`src/rtl/plob_pkg.sv`:
```
// Shared types and constants for the price-level order book matcher.
// No dependencies; imported by plob_front, plob_book and the top level.
package plob_pkg;

  localparam int unsigned LEVELS_DEF     = 64;
  localparam int unsigned PRICE_BITS_DEF = 32;
  localparam int unsigned SIZE_W         = 32;
  localparam int unsigned PORT_PX_W      = 32;
  localparam int unsigned FIFO_DEPTH     = 2;

  typedef enum logic [1:0] {
    OP_NEW    = 2'd0,
    OP_REDUCE = 2'd1,
    OP_MODIFY = 2'd2,
    OP_NONE   = 2'd3
  } plob_op_e;

  typedef enum logic [1:0] {
    ST_OK        = 2'd0,
    ST_NOT_FOUND = 2'd1,
    ST_FULL      = 2'd2
  } plob_status_e;

  typedef enum logic [4:0] {
    S_IDLE,
    S_RED_RD,
    S_RED_CMP,
    S_POSTRED,
    S_SWP_RD,
    S_SWP_CMP,
    S_RES,
    S_FND_RD,
    S_FND_CMP,
    S_POS_RD,
    S_POS_CMP,
    S_SHUP_RD,
    S_SHUP_WR,
    S_INS,
    S_SHDN_RD,
    S_SHDN_WR,
    S_TOP,
    S_OUT
  } plob_state_e;

  // classified word passed from the front to the back
  typedef struct packed {
    plob_op_e               op;
    logic                   buy;
    logic [PORT_PX_W-1:0]   price;
    logic [SIZE_W-1:0]      size;
    logic [PORT_PX_W-1:0]   new_price;
    logic [SIZE_W-1:0]      new_size;
  } plob_cmd_t;

endpackage

```
`src/rtl/plob_front.sv`:
```
// Front end: accepts input words, decodes the op and queues them for the book.
// Depends on plob_pkg.
module plob_front (
  input  logic                          clk_i,
  input  logic                          rst_ni,
  input  logic                          push,
  output logic                          full,
  input  logic [1:0]                    op_i,
  input  logic                          side_i,
  input  logic [plob_pkg::PORT_PX_W-1:0] price_i,
  input  logic [plob_pkg::SIZE_W-1:0]   size_i,
  input  logic [plob_pkg::PORT_PX_W-1:0] new_price_i,
  input  logic [plob_pkg::SIZE_W-1:0]   new_size_i,
  output logic                          cmd_valid_o,
  input  logic                          cmd_ready_i,
  output plob_pkg::plob_cmd_t           cmd_o
);
  import plob_pkg::*;

  localparam int unsigned PW = (FIFO_DEPTH > 1) ? $clog2(FIFO_DEPTH) : 1;
  localparam int unsigned CW = $clog2(FIFO_DEPTH + 1);

  plob_cmd_t        fifo_q [FIFO_DEPTH];
  logic [PW-1:0]    wr_q, wr_d, rd_q, rd_d;
  logic [CW-1:0]    cnt_q, cnt_d;
  plob_cmd_t        cmd_in;
  logic             do_push, do_pop;

  always_comb begin
    cmd_in.buy       = side_i;
    cmd_in.price     = price_i;
    cmd_in.size      = size_i;
    cmd_in.new_price = new_price_i;
    cmd_in.new_size  = new_size_i;
    case (op_i)
      OP_NEW:    cmd_in.op = OP_NEW;
      OP_REDUCE: cmd_in.op = OP_REDUCE;
      OP_MODIFY: cmd_in.op = OP_MODIFY;
      default:   cmd_in.op = OP_NONE;
    endcase
  end

  assign full        = (cnt_q == CW'(FIFO_DEPTH));
  assign cmd_valid_o = (cnt_q != '0);
  assign cmd_o       = fifo_q[rd_q];
  assign do_push     = push && !full;
  assign do_pop      = cmd_valid_o && cmd_ready_i;

  always_comb begin
    wr_d  = wr_q;
    rd_d  = rd_q;
    cnt_d = cnt_q;
    if (do_push) begin
      wr_d = (wr_q == PW'(FIFO_DEPTH - 1)) ? '0 : wr_q + 1'b1;
    end
    if (do_pop) begin
      rd_d = (rd_q == PW'(FIFO_DEPTH - 1)) ? '0 : rd_q + 1'b1;
    end
    if (do_push && !do_pop) begin
      cnt_d = cnt_q + 1'b1;
    end else if (do_pop && !do_push) begin
      cnt_d = cnt_q - 1'b1;
    end
  end

  always_ff @(posedge clk_i or negedge rst_ni) begin
    if (!rst_ni) begin
      wr_q  <= '0;
      rd_q  <= '0;
      cnt_q <= '0;
    end else begin
      wr_q  <= wr_d;
      rd_q  <= rd_d;
      cnt_q <= cnt_d;
    end
  end

  always_ff @(posedge clk_i) begin
    if (do_push) begin
      fifo_q[wr_q] <= cmd_in;
    end
  end

endmodule

```
`config.mk`:
```
export PLATFORM = sky130hd
export DESIGN_NAME = plob_front
export DESIGN_NICKNAME = d
export VERILOG_FILES = /design/src/rtl/plob_pkg.sv /design/src/rtl/plob_front.sv
export SDC_FILE = /design/constraint.sdc
export NUM_CORES = 1
export LEC_CHECK = 0
export BUFFER_PORTS_ARGS = -buffer_cell sky130_fd_sc_hd__buf_2
export CELL_PAD_IN_SITES_DETAIL_PLACEMENT = 1
export CELL_PAD_IN_SITES_GLOBAL_PLACEMENT = 2
export CORE_AREA = 5 5 175 177
export DETAILED_ROUTE_END_ITERATION = 10
export DIE_AREA = 0 0 180 182
export GPL_TIMING_DRIVEN = 0
export PLACE_DENSITY = 0.84
export SLEW_MARGIN = 20
export SYNTH_ARGS = -nofsm -noshare
export SYNTH_HDL_FRONTEND = slang
export SYNTH_SLANG_ARGS = --single-unit
```
`constraint.sdc`:
```
create_clock -name clk_i -period 6.2 [get_ports clk_i]
set_clock_uncertainty 0.15 [all_clocks]
set_input_delay 0.93 -clock clk_i [delete_from_list [all_inputs] [get_ports clk_i]]
set_output_delay 0.93 -clock clk_i [all_outputs]
set_load 0.02 [all_outputs]
```
==> results of run 1 <==
## logic make-up (layout without fill, tap and decap cells)
group,Yosys count,in the layout
xor+xnor,5,5
fa+ha+maj,1,1
buf+inv,19,340
flops,266,266
mux,131,131
other cells,0,1
simple gates,7,7
## routing by layer
layer  up-vias  routed length, µm  share of wire [%]
met5         -                 57               0.26
met4         8                505                2.3
met3        43               1760                8.1
met2       178              11400                 53
met1      2463               7970                 37
li1       2302                  -                  -
## synthesized netlist by cell type (all sizes together)
cell      n  share of area (%)
edfxtp  262                 79
mux2    131                 18
buf      15                1.4
dfrtp     4                1.0
xnor2     3               0.26
clkbuf    2              0.075
inv       2              0.075
nand2     2              0.075
nor2      2              0.075
xor2      2               0.18
and3      1              0.063
ha        1               0.13
nand2b    1              0.063
or2       1              0.063
## area by class of cell
class | count | area [µm²] | share of cell area, %
Antenna cell | 1 | 2.50 | 0.0194
Buffer | 17 | 149 | 1.16
Clock buffer | 35 | 748 | 5.81
Clock inverter | 13 | 115 | 0.893
Inverter | 2 | 7.51 | 0.0583
Multi-Input combinational cell | 144 | 1880 | 14.6
Sequential cell | 266 | 7970 | 61.8
Tap cell | 390 | 488 | 3.79
Timing Repair Buffer | 273 | 1530 | 11.9
## metrics by stage
stage	hold WS [ps]	area (µm²)	TNS, ps	std cells
final	49.2	12900	0	1141
after floorplan	306	9990	0	429
after global routing	20.7	12900	0	1140
after CTS	19.4	12900	0	1140
after detailed placement	339	12000	0	1092
after global placement	324	11800	-188660	1084
## worst max path at each step
| stage | end | slack (ps) |
|---|---|---|
| finish | cmd_o[72] | 3230 |
| global route | cmd_o[72] | 3110 |
| CTS | cmd_o[72] | 3140 |
| detailed placement | fifo_q[0][11] | 3550 |
| global placement | fifo_q[0][19] | -1030 |
| floorplan | fifo_q[0][0] | 1180 |
## state kept, by name (all words and copies together), names as in the netlist
register and flops:
fifo_q 262, cnt_q 2, rd_q 1, wr_q 1
## critical path, delay by kind of cell, from the launching register on
kind,cells,cell delay (ps)
buf+inv,4,700
flops,1,340
mux,1,310
## cells in the final DEF (no fill, tap or decap)
cell type,n
clkinv_2,8
xor2_1,2
buf_2,270
edfxtp_1,262
nand2b_1,1
and3_4,1
buf_6,9
nor2_1,1
clkbuf_1,8
clkinvlp_4,1
nand2_1,2
diode_2,1
dfrtp_1,4
buf_12,2
buf_16,6
mux2_2,51
or2_2,1
buf_8,1
bufinv_16,2
ha_1,1
clkbuf_16,29
clkinv_1,2
inv_1,2
nor2_4,1
xnor2_1,3
mux2_4,80
## power groups by stage
| stage | clock, mW | combinational, mW | sequential (mW) |
|---|---|---|---|
| floorplan | 0 | 1.61 | 2.61 |
| global route | 1.72 | 2.51 | 2.58 |
| CTS | 1.63 | 2.42 | 2.56 |
| detailed placement | 0 | 2.40 | 2.60 |
| global placement | 0 | 2.27 | 2.66 |
| finish | 1.57 | 2.35 | 2.55 |
==> results.md, run 1 <==
* Via Count at 4994
* Clock buffer depth at 3
* Synth Area in Adders at 0.125%
* Mux share of post-synthesis cell area at 17.8%
* Die area at 32800 µm²
* Worst reg2reg path endpoint: fifo_q[0][11]
* Hold-fix buffer count after cts at 0
* Syn Inst Count at 429
* FF-to-FF path depth at 5
* XOR/XNOR Fraction of Synth Area at 0.438%
* Final Util at 44.3%
* Crit Path Max Fanout at 10
* Int Power at 4.40 mW
* # setup viols final at 0
* IO Count at 268
* Layout Nets at 868
* Critical Path Slowest Stage Cell: dfrtp_1
* Met2 Usage GRT at 23.9%
* Largest family of logic cells by synthesized area: multiplexers
* Total track usage at 12.9%
* RR Startpoint: cnt_q[0]
* Fill cells at 2838
* Leak Pwr at 5.04 nW
* NetSw at 2.07 mW
* Peak supply drop at 0.265 mV
* Remaining global-route overflow at 0
* RSZ-0062 raised after global routing: no
* Pre-antenna DRT Iters at 4
* Tcrit/Tclk final at 47.9%
* Flop2flop setup slack at 4020 ps
* CP dominant cell by count: buf_6
* Initial antenna violation count at 5
* Synthesized area at 9990 µm²
* Pre-CTS setup slack at 3550 ps
* Tmin final at 2970 ps
* Clk_lat worst skew at 530 ps
* Sequential area share after synthesis at 79.8%
* Rows at 63
* Placer Congestion at 0.683
* WS Path Type: register to primary output
* Worst Path Arrival at 1890 ps
* Synth warnings at 0
* Htree depth at 1
* Area grow syn2layout at 29.0%
* Status: finished, final reports clean
* Synth Net Count at 565
* DRT antenna net count at 0
* GR Layer Usage met1 at 14.1%
* Crit. Startpoint: rd_q
* PostCTS Resize Cnt at 0
* Max-slew headroom at 51.3%
* CTS tree: done
* Mean post-synth cell area at 23.3 µm²
* Chip Width at 180 µm
* Clk slew on worst S/H paths at 60 ps
* Core ar. at 29100 µm²
* Pin count of the biggest net entering global routing at 46
* Simple-Gate Fraction of Synth Area at 0.338%
* Clock power share at 24.3%
* Layout cells sized above 1 at 61.6%
* Port bufs at 265
* Slew Limit Fails at 0
* Inserted Clock Buffers at 28
* Post-synthesis register bit count at 266
* Max cap viols at 0
* Chip height at 182 µm
* Routed WL at 21700 µm
* Setup ws final at 3230 ps
* Post-CTS setup buffers at 0
* Hold crit path type: primary input to async pin
* Vias in the first global route at 5699
* DR iter-0 viols at 202
* Gr busiest metal: met2
* Initial Utilization at 34.3%
* Setup crit end kind: primary output
* Critical path cell sequence: buf_6, buf_8, buf_6, mux2_4, buf_2
* Post-DP HPWL at 15500 µm
* Required @ worst endpoint at 5120 ps
* Synth Area in Compound Gates at 0%
* Vias per cell at 4.38
* DRC violations left at 0
* GR Util met3 at 4.49%
* Reg power frac at 39.4%
* Root buffer cell: clkbuf_16
* Yosys cell types at 17
* Hold Violations, Final at 0
* Comb pwr share at 36.3%
* First-pass GRT wire length at 33000 µm
* FMAX at 0.337 GHz
* Routed length per instance at 19.1 µm
* Pwr Total at 6.47 mW
* Measured slew at the worst slew-check pin at 731 ps
* Worst path max stage delay at 340 ps
* Switching share of total power at 31.9%
* Worst Setup Start Kind: register
* Sink Count at 266
* PD cells at 502 nW/µm²
No activity file was read; power rests on OpenSTA's default activity.
==> run 2, diff against run 1 <==
- ABC_AREA: default -> 1
- CORE_AREA: 5 5 175 177 -> 5 5 176 178
- DIE_AREA: 0 0 180 182 -> 0 0 181 183
- PLACE_DENSITY: 0.84 -> 0.87
- clock period: 6.2 -> 2.9 ns (I/O delays scaled with it)
==> run 2 against run 1 <==
  * Register-to-register slack got worse by 3500 ps
  * Synthesized cell count increased by 67%
  * Sequential cell count unchanged
  * Sequential power increased by 110%
  * Worst setup slack got worse by 2800 ps
  * Utilization increased by 4.0 points
  * Routed wire length increased by 31%
  * First-iteration DRC count increased by 23%
  * Clock-buffer cell count decreased by 3
  * Non-clock buffer count increased by 149
  * Largest cell class unchanged
  * Highest routed layer is now met4
==> results.md, run 2 <==
* Final Util at 48.3% (was 44.3%)
* Post-route setup TNS at 0 ps (unchanged)
* Worst reg2reg path endpoint: fifo_q[1][79] (was fifo_q[0][11])
* Sink Count at 266 (unchanged)
* Chip Width at 181 µm (was 180 µm)
* Max-slew headroom at 56.3% (was 51.3%)
* Post-DP HPWL at 18200 µm (was 15500 µm)
* Port bufs at 265 (unchanged)
* Most frequent cells in the layout: nand2_1 (403), buf_2 (275), edfxtp_1 (262) (was buf_2 (270), edfxtp_1 (262), mux2_4 (80))
* Pwr Total at 14.6 mW (was 6.47 mW)
* Inserted Clock Buffers at 29 (was 28)
* IO Count at 268 (unchanged)
* Total track usage at 16.7% (was 12.9%)
* Clk slew on worst S/H paths at 60 ps (about the same)
* Fill cells at 3078 (was 2838)
* Sequential area share after synthesis at 81.3% (was 79.8%)
* PostCTS Resize Cnt at 0 (unchanged)
* Htree depth at 1 (unchanged)
* Post-CTS setup buffers at 0 (unchanged)
* Rows at 63 (unchanged)
* DRC violations left at 0 (unchanged)
* Max reg flops at 262 (unchanged)
* Yosys cell types at 15 (was 17)
* Routed WL at 28600 µm (was 21700 µm)
* Flop2flop setup slack at 560 ps (was 4020 ps)
* Register area at 7970 µm² (unchanged)
* Pre-antenna DRT Iters at 5 (was 4)
* Vias in the first global route at 7870 (was 5699)
* Max cap viols at 0 (unchanged)
* Commonest non-fill, non-tap cell in the layout: nand2_1 (was buf_2)
* Multi-input logic area at 1590 µm² (was 1880 µm²)
* Mean post-synth cell area at 13.7 µm² (was 23.3 µm²)
* Crit Path Max Fanout at 10 (unchanged)
* Slew Limit Fails at 0 (unchanged)
* Post-synth top cells: nand2_1 (404), edfxtp_1 (262), buf_2 (10), buf_4 (10), buf_6 (9) (was edfxtp_1 (262), mux2_4 (80), mux2_2 (51))
* Post-synthesis register bit count at 266 (unchanged)
* PD cells at 1030 nW/µm² (was 502 nW/µm²)
* WS Path Type: register to primary output (unchanged)
* Die area at 33100 µm² (was 32800 µm²)
* Remaining global-route overflow at 0 (unchanged)
* Tcrit/Tclk final at 85.3%
* Chip height at 183 µm (was 182 µm)
* # setup viols final at 0 (unchanged)
* RSZ-0062 raised after global routing: no (unchanged)
* Main flop type after synthesis: edfxtp_1 (unchanged)
* Clock buffer depth at 3 (unchanged)
* First-pass GRT wire length at 44000 µm (was 33000 µm)
* Area grow syn2layout at 44.2% (was 29.0%)
* Worst Path Arrival at 1890 ps (about the same)
* Yosys top cell by area: edfxtp_1 (unchanged)
* Tmin final at 2470 ps
* Setup crit end kind: primary output (unchanged)
* DRT antenna net count at 0 (unchanged)
* Via Count at 7008 (was 4994)
* Most common cell in the netlist: nand2_1 (was edfxtp_1)
* Hold crit path type: primary input to async pin (unchanged)
* Syn Inst Count at 718 (was 429)
* Measured slew at the worst slew-check pin at 654 ps (was 731 ps)
* Vias per cell at 4.47 (was 4.38)
* CTS tree: done (unchanged)
* Synth async-reset ratio at 1.50% (unchanged)
* Initial Utilization at 33.5% (was 34.3%)
* Status: finished, final reports clean (unchanged)
* Top flop regs: fifo_q (262), cnt_q (2) (unchanged)
* Initial antenna violation count at 1 (was 5)
* Layout Nets at 1293 (was 868)
* Required @ worst endpoint at 2320 ps (was 5120 ps)
* Synth top area cells: edfxtp_1 (80%), nand2_1 (15%), buf_6 (1.0%) (was edfxtp_1 (79%), mux2_4 (12%), mux2_2 (5.7%))
* Hold Violations, Final at 0 (unchanged)
* Routed length per instance at 18.2 µm (was 19.1 µm)
* Placer Congestion at 0.730 (was 0.683)
* Synthesized area at 9800 µm² (was 9990 µm²)
* Pin count of the biggest net entering global routing at 33 (was 46)
* Peak supply drop at 0.516 mV (was 0.265 mV)
* DR iter-0 viols at 249 (was 202)
* Clk_lat worst skew at 540 ps (was 530 ps)
* Hold-fix buffer count after cts at 133 (was 0)
* Yosys top cell area share at 80.2% (was 78.8%)
* Leak Pwr at 6.05 nW (was 5.04 nW)
* RR Startpoint: cnt_q[1] (was cnt_q[0])
* Crit. Startpoint: rd_q (unchanged)
* FMAX at 0.404 GHz
* Core ar. at 29200 µm² (was 29100 µm²)
* Most flops, register: fifo_q (unchanged)
* Root buffer cell: clkbuf_16 (unchanged)
* Number of synthesized flops with an enable pin at 262 (unchanged)
* FF-to-FF path depth at 6 (was 5)
* Synth Net Count at 854 (was 565)
* Synth warnings at 0 (unchanged)
* Worst Setup Start Kind: register (unchanged)
* Layout cells sized above 1 at 29.5% (was 61.6%)
[run 2: layer usage]
| metal | vias up | GRT usage (%) | routed length (µm) |
|---|---|---|---|
| met5 | - | 0 | 0 |
| met4 | 0 | 4.65 | 711 |
| met3 | 43 | 3.81 | 1720 |
| met2 | 202 | 32.2 | 15600 |
| met1 | 3453 | 18.6 | 10600 |
| li1 | 3310 | - | - |
[run 2: cells by family (layout without fill, tap and decap cells)]
group | Yosys count | count (layout) | synth area share (%)
adder cells (fa/ha/maj) | 1 | 1 | 0.128
other | 0 | 1 | 0
XOR/XNOR | 1 | 1 | 0.0893
flip-flops | 266 | 266 | 81.3
AO/OA/AOI/OAI | 1 | 1 | 0.0510
AND/OR/NAND/NOR | 410 | 410 | 15.7
buffers and inverters | 39 | 499 | 2.72
[run 2: power breakdown]
part	switching [mW]	internal [mW]
combinational	3.82	1.73
sequential	0.218	5.23
clock	1.47	2.16
total	5.50	9.12
[run 2: worst max-delay path by stage]
| stage | end |
|---|---|
| 6_report | cmd_o[84] |
| 5_1_grt | cmd_o[84] |
| 4_1_cts | cmd_o[62] |
| 3_5_place_dp | fifo_q[1][90] |
| 3_3_place_gp | fifo_q[0][90] |
| 2_1_floorplan | fifo_q[0][0] |
[run 2: area by class of cell]
class	instances	area share (%)
Tap cell	390	3.45
Timing Repair Buffer	408	20.4
Sequential cell	266	56.4
Inverter	8	0.257
Clock inverter	20	1.35
Multi-Input combinational cell	413	11.3
Antenna cell	1	0.0177
Buffer	31	1.66
Clock buffer	32	5.21
[run 2: critical path, cell delays in order, from the launching register on]
cell     delay (ps)
dfrtp_1         360
buf_4           160
inv_4            90
buf_6           220
buf_6           170
nand2_1          60
nand2_1         100
buf_2           190
[run 2: through the flow]
step | hold slack, ps | worst slack [ps] | cells | instance area [µm²]
after floorplan | -10.6 | -321 | 718 | 9830
after global placement | 103 | -1590 | 1373 | 11600
after detailed placement | 99.8 | 515 | 1383 | 11900
after CTS | 95.8 | 371 | 1568 | 14100
after global routing | 96.3 | 292 | 1569 | 14100
final | 122 | 425 | 1569 | 14100
